**src/rtl/sbc_pkg.sv**
```systemverilog
package sbc_pkg;

  localparam int unsigned SumW   = 32;
  localparam int unsigned WordW  = 24;
  localparam int unsigned AddrW  = 3;
  localparam int unsigned DataW  = 32;

  localparam logic [7:0] PadReset = 8'h58;

  typedef enum logic [1:0] {
    MODE_8  = 2'd0,
    MODE_16 = 2'd1,
    MODE_32 = 2'd2,
    MODE_32B = 2'd3
  } mode_t;

  // register select is bit 2 of the byte address
  typedef enum logic {
    REG_MODE = 1'b0,
    REG_PAD  = 1'b1
  } reg_sel_t;

  typedef enum logic [1:0] {
    PH_0 = 2'd0,
    PH_1 = 2'd1,
    PH_2 = 2'd2,
    PH_3 = 2'd3
  } phase_t;

  // 32-bit add with end-around carry
  function automatic logic [SumW-1:0] add_fold32(input logic [SumW-1:0] a,
                                                 input logic [SumW-1:0] b);
    logic [SumW:0] s;
    s = {1'b0, a} + {1'b0, b};
    return s[SumW-1:0] + {{(SumW-1){1'b0}}, s[SumW]};
  endfunction

endpackage

```
**src/rtl/selectable_width_byte_checksum_core.sv**
```systemverilog
// channel | direction | handshake           | payload
// in      | input     | in_valid / in_stall | in_data_byte, in_last_byte
// out     | output    | out_valid/out_stall | out_checksum, out_pad_count
// cfg     | input     | psel/penable/pready | paddr, pwrite, pwdata, prdata
//
// one byte beat per cycle while in_stall is low; each byte folds into the sum or the open word in the cycle it is taken
// the result beat is registered and shows in the cycle after the last byte is taken
// a last byte waits only while a result beat is stalled; other bytes never wait
// reset clears the sum, the open word and the phase; mode 8-bit, pad byte 0x58
module selectable_width_byte_checksum_core import sbc_pkg::*; (
  input  logic                 clk,
  input  logic                 rst_n,
  input  logic                 in_valid,
  output logic                 in_stall,
  input  logic [7:0]           in_data_byte,
  input  logic                 in_last_byte,
  output logic                 out_valid,
  input  logic                 out_stall,
  output logic [31:0]          out_checksum,
  output logic [1:0]           out_pad_count,
  input  logic                 psel,
  input  logic                 penable,
  input  logic                 pwrite,
  input  logic [AddrW-1:0]     paddr,
  input  logic [DataW-1:0]     pwdata,
  output logic [DataW-1:0]     prdata,
  output logic                 pready
);

  logic [1:0]       mode_r;
  logic [7:0]       pad_r;
  logic [SumW-1:0]  sum_r, sum_nxt;
  logic [WordW-1:0] word_r, word_nxt;
  logic [1:0]       phase_r, phase_nxt;
  logic             out_valid_r, out_valid_nxt;
  logic [31:0]      res_r, res_nxt;
  logic [1:0]       pads_r, pads_nxt;
  logic             in_acc;
  logic             cfg_wr;

  assign pready = 1'b1;
  assign cfg_wr = psel & penable & pwrite & pready;

  always_comb begin
    unique case (reg_sel_t'(paddr[2]))
      REG_MODE: prdata = {30'd0, mode_r};
      REG_PAD:  prdata = {24'd0, pad_r};
      default:  prdata = '0;
    endcase
  end

  assign in_stall = out_valid_r & out_stall & in_last_byte;
  assign in_acc   = in_valid & ~in_stall;

  always_comb begin
    logic [WordW-1:0] word_or;
    logic [SumW-1:0]  s1;
    logic [SumW-1:0]  padword;
    logic [16:0]      s16;
    logic [15:0]      w16;
    sum_nxt   = sum_r;
    word_nxt  = word_r;
    phase_nxt = phase_r;
    pads_nxt  = 2'd0;
    res_nxt   = sum_r;
    word_or   = word_r;
    s1        = '0;
    padword   = '0;
    s16       = '0;
    w16       = '0;
    if (mode_r[1]) begin
      case (phase_t'(phase_r))
        PH_0:    word_or = word_r | {in_data_byte, 16'd0};
        PH_1:    word_or = word_r | {8'd0, in_data_byte, 8'd0};
        default: word_or = word_r | {16'd0, in_data_byte};
      endcase
      case (phase_t'(phase_r))
        PH_0:    padword = {8'd0, pad_r, pad_r, pad_r};
        PH_1:    padword = {16'd0, pad_r, pad_r};
        default: padword = {24'd0, pad_r};
      endcase
      if (phase_r == PH_3) begin
        sum_nxt   = add_fold32(sum_r, {word_r, in_data_byte});
        word_nxt  = '0;
        phase_nxt = PH_0;
      end else begin
        word_nxt  = word_or;
        phase_nxt = phase_r + 2'd1;
        if (in_last_byte) begin
          // open word goes in with zero low bytes, then the pad bytes
          s1       = add_fold32(sum_r, {word_or, 8'd0});
          sum_nxt  = add_fold32(s1, padword);
          pads_nxt = 2'd3 - phase_r;
        end
      end
      res_nxt = sum_nxt;
    end else if (mode_r == MODE_16) begin
      if (phase_r != PH_0) begin
        w16       = sum_r[15:0] + {word_r[23:16], in_data_byte};
        sum_nxt   = {16'd0, w16};
        word_nxt  = '0;
        phase_nxt = PH_0;
      end else if (in_last_byte) begin
        s16      = {1'b0, sum_r[15:0]} + {1'b0, in_data_byte, pad_r};
        w16      = s16[15:0] + {15'd0, s16[16]};
        sum_nxt  = {16'd0, w16};
        pads_nxt = 2'd1;
      end else begin
        word_nxt  = {in_data_byte, 16'd0};
        phase_nxt = PH_1;
      end
      res_nxt = {16'd0, sum_nxt[15:0]};
    end else begin
      sum_nxt = {24'd0, sum_r[7:0] + in_data_byte};
      res_nxt = sum_nxt;
    end
    if (in_last_byte) begin
      sum_nxt   = '0;
      word_nxt  = '0;
      phase_nxt = PH_0;
    end
  end

  always_comb begin
    out_valid_nxt = out_valid_r & out_stall;
    if (in_acc && in_last_byte) begin
      out_valid_nxt = 1'b1;
    end
  end

  always_ff @(posedge clk) begin
    if (!rst_n) begin
      mode_r      <= MODE_8;
      pad_r       <= PadReset;
      sum_r       <= '0;
      word_r      <= '0;
      phase_r     <= PH_0;
      out_valid_r <= 1'b0;
    end else begin
      if (cfg_wr) begin
        unique case (reg_sel_t'(paddr[2]))
          REG_MODE: mode_r <= pwdata[1:0];
          REG_PAD:  pad_r  <= pwdata[7:0];
          default:  ;
        endcase
      end
      if (in_acc) begin
        sum_r   <= sum_nxt;
        word_r  <= word_nxt;
        phase_r <= phase_nxt;
      end
      out_valid_r <= out_valid_nxt;
    end
  end

  always_ff @(posedge clk) begin
    if (in_acc && in_last_byte) begin
      res_r  <= res_nxt;
      pads_r <= pads_nxt;
    end
  end

  assign out_valid     = out_valid_r;
  assign out_checksum  = res_r;
  assign out_pad_count = pads_r;

  a_mid_byte_no_result: assert property (@(posedge clk) disable iff (!rst_n)
    (in_acc && !in_last_byte && !out_valid_r) |=> !out_valid)
    else $error("non-final byte raised a result beat");

  a_clear_after_last: assert property (@(posedge clk) disable iff (!rst_n)
    (in_acc && in_last_byte) |=> (sum_r == '0 && word_r == '0 && phase_r == PH_0))
    else $error("state not cleared after final byte");

  a_no_overwrite: assert property (@(posedge clk) disable iff (!rst_n)
    (out_valid_r && out_stall) |=> (out_valid_r && $stable(res_r) && $stable(pads_r)))
    else $error("stalled result beat overwritten");

  a_pad_mode8: assert property (@(posedge clk) disable iff (!rst_n)
    (in_acc && in_last_byte && mode_r == MODE_8) |=> (pads_r == 2'd0 && res_r[31:8] == '0))
    else $error("8-bit mode result out of range");

endmodule

```
**config.mk**
```make
export PLATFORM = sky130hd
export DESIGN_NAME = selectable_width_byte_checksum_core
export DESIGN_NICKNAME = d
export VERILOG_FILES = /design/src/rtl/sbc_pkg.sv /design/src/rtl/selectable_width_byte_checksum_core.sv
export SDC_FILE = /design/constraint.sdc
export NUM_CORES = 1
export LEC_CHECK = 0
export BUFFER_PORTS_ARGS = -buffer_cell sky130_fd_sc_hd__buf_2
export CORE_AREA = 2 2 190 154
export DETAILED_ROUTE_END_ITERATION = 6
export DIE_AREA = 0 0 192 156
export PLACE_DENSITY = 0.65
export SLEW_MARGIN = 40
export SYNTH_ARGS = -nofsm -noshare
export SYNTH_HDL_FRONTEND = slang
export SYNTH_SLANG_ARGS = --single-unit
```
**constraint.sdc**
```tcl
create_clock -name clk -period 11.1 [get_ports clk]
set_input_delay 0.555 -clock clk [delete_from_list [all_inputs] [get_ports clk]]
set_output_delay 0.555 -clock clk [all_outputs]
set_load 0.02 [all_outputs]
```
==> flow_summary.json <==
{
  "run_status": "finished, final reports clean",
  "setup_viol": 0,
  "hp-class": "input pin to flop",
  "start_util_pct": 45.4,
  "grt_setup_unrepaired": "no",
  "synth_cell_types": 97,
  "rows": 55,
  "antenna_left": 0,
  "arrival_ns": 10.40,
  "total_power_mw": 1.05,
  "finalCritPeriodShare_pct": 92.5,
  "yosys.area.top_type": "ha_1",
  "drt-wirelength-per-cell_um": 20.5,
  "synth_area_um2": 12700,
  "clk_path_buf_depth": 2,
  "syn_to_final_growth_pct": 7.73,
  "ys_seq_area_share_pct": 18.8,
  "syn-instance-count": 1642,
  "p_leak_nw": 5.72,
  "vias_per_cell": 6.23,
  "synth_flop_cell": "dfxtp_1",
  "num_vias": 12800,
  "dp_hpwl_um": 32800,
  "grt.overflow.total": 0,
  "core_area_um2": 28100,
  "grt_pass1_wl_um": 63800,
  "worst_setup_path_start_kind": "flop",
  "grt_usage_pct": 27.6,
  "intPower_mw": 0.680,
  "clock-root-buffer": "clkbuf_16",
  "power.density_nw_per_um2": 76.1,
  "pwr-share-seq_pct": 39.4,
  "p_comb_share_pct": 27.7,
  "synth_area_per_cell_um2": 7.76,
  "layout-drive-gt1-share_pct": 9.51,
  "drv_slew": 0,
  "place_inst": 2035,
  "clk_latency_ns": 0.38,
  "antenna_found_initial": 0,
  "layout_min_cycle_time_ns": 10.27,
  "ir_worst_vdd_mv": 0.0796,
  "ys_ff_latch": 103,
  "p_sw_share_pct": 35.0,
  "fmax_mhz": 97.4,
  "clock-sinks": 103,
  "yosys_warnings": 0,
  "grt_max_degree": 70,
  "worst_pin_slew_ns": 0.908,
  "final_nets": 1847,
  "tns_ns": 0,
  "routabilityCongestion": 0.983,
  "p_sw_mw": 0.366,
  "yosysTopAreaCellShare_pct": 11.3,
  "drc_errors": 0,
  "hold_viol_final": 0,
  "insertedDiodeCount": 0,
  "critPathMaxStageDelay_ns": 0.47,
  "grt_pass1_vias": 11200,
  "htree_num_levels": 3,
  "synth_edf_count": 34,
  "cp_max_fo": 12,
  "stdcell_count": 2052,
  "cts_buffers": 9,
  "final_cell_mix": "nand2_1 (139), a21oi_1 (124), xnor2_1 (123), nor2_1 (118), ha_1 (113)",
  "num_io_pins": 120,
  "worstSetupPathType": "flop to flop",
  "cts_tree": "done",
  "slew_headroom_pct": 39.4,
  "io_buffers": 68,
  "mostFrequentLayoutCell": "nand2_1",
  "crit_required_ns": 11.23,
  "fin_util_pct": 48.9,
  "clkPwrFrac_pct": 32.8,
  "async_flop_share_pct": 0,
  "endpoint_kind": "flop",
  "wl_um": 42000,
  "die_width_um": 192,
  "postCtsHoldBufs": 0,
  "cp_slowest_cell": "fa_1",
  "skew_ns": 0.0207,
  "drtPass1Iterations": 5,
  "clk_pin_slew_ns": 0.08,
  "drv_cap": 0,
  "drt_iter0_markers": 1331,
  "die_area_um2": 30000,
  "netlist_top_cells_area": "ha_1 (11%), dfxtp_1 (11%), xnor2_1 (8.5%)",
  "die_y_um": 156
}
[through the flow]
step	area, um^2	hold slack (ns)	worst slack, ns
final	13700	0.391	0.831
after global routing	13700	0.401	0.00906
after CTS	13700	0.385	0.331
after detailed placement	13400	0.507	0.400
after global placement	13400	0.502	0.640
after floorplan	12800	0.453	1.63
[synth_stat cells, drive strengths merged (7+ instances only)]
master / count
a22o: 13
dfxtp: 69
nor2b: 62
clkbuf: 61
o21a: 15
a22oi: 41
a221oi: 7
a21boi: 11
edfxtp: 34
ha: 115
or2: 12
o211ai: 16
nand4: 27
and4: 11
inv: 43
and2: 36
a21oi: 125
o22ai: 8
nand2: 139
o21ai: 70
a31oi: 13
nor2: 120
and3: 25
nor3b: 11
mux2i: 7
nor4: 15
o21bai: 21
buf: 35
or3: 7
a211o: 14
nor3: 31
xor2: 51
a21o: 53
o311ai: 7
a211oi: 35
xnor2: 124
o31ai: 11
nand3: 50
nand2b: 10
[cells by family (layout without fill, tap and decap cells)]
family                     after synthesis  after routing  synth area share, %
xor gates and xnor gates               175            175                 12.1
buffers and inverters                  140            157                 4.93
AOI/OAI and AO/OA                      516            516                 27.7
and+or+nand+nor                        577            577                 23.6
DFF                                    103            103                 18.8
adders and majority gates              119            119                 11.9
other                                    2             25               0.0589
muxes                                   10             10                0.815
[timing repair]
item,in CTS,in global routing
setup buffers,0,1
endpoints found under the setup margin,0,32
gates resized for setup,0,7
[power groups by stage]
stage	Clock [mW]	Combinational, mW	Sequential (mW)
2_1_floorplan	0	0.201	0.423
3_3_place_gp	0	0.276	0.420
3_5_place_dp	0	0.280	0.421
4_1_cts	0.346	0.282	0.412
5_1_grt	0.359	0.313	0.413
6_report	0.343	0.290	0.412
[worst max-delay path: cells and delay by family (launching register included)]
family | cells | cell delay, ns
simple gates | 19 | 4.47
compound gates | 13 | 2.53
fa+ha+maj | 5 | 1.68
buf+inv | 5 | 0.84
flops | 1 | 0.42
xor+xnor | 1 | 0.12
[cell type report]
class,count,area (um^2)
timing repair buffer,97,566
sequential,103,2400
fill,2793,14300
clock inverter,6,70.1
inverter,44,165
tap,370,463
clock buffer,10,229
multi-input combinational,1422,9840
[sequential cells by signal, indices dropped and copies added (netlist names)]
register       flops
phase_r            2
out_pad_count      2
out_checksum      32
sum_r             32
out_valid          1
word_r            24
pad_r              8
mode_r             2
[path summary, 6_finish.rpt]
path                                         startpoint                              to  slack [ns]  depth (start not counted)
worst max-delay path            phase_r[0]$_SDFFE_PN0P_  out_checksum[31]$_SDFFCE_PN0P_        0.83                         43
worst max register to register  phase_r[0]$_SDFFE_PN0P_  out_checksum[31]$_SDFFCE_PN0P_        0.83                         43
worst min register to register  phase_r[1]$_SDFFE_PN0P_         phase_r[1]$_SDFFE_PN0P_        0.52                          2
worst min-delay path                          pwdata[6]           pad_r[6]$_SDFFE_PN1P_        0.39                          3
[metal layers]
metal  wire [um]  share of wire (%)  track usage (%)
met1       19400                 46             41.0
met2       17100                 41             39.4
met3        4510                 11             5.92
met4         980                2.3             8.36
met5           0                  0                0
No activity file was read; power rests on OpenSTA's default activity.
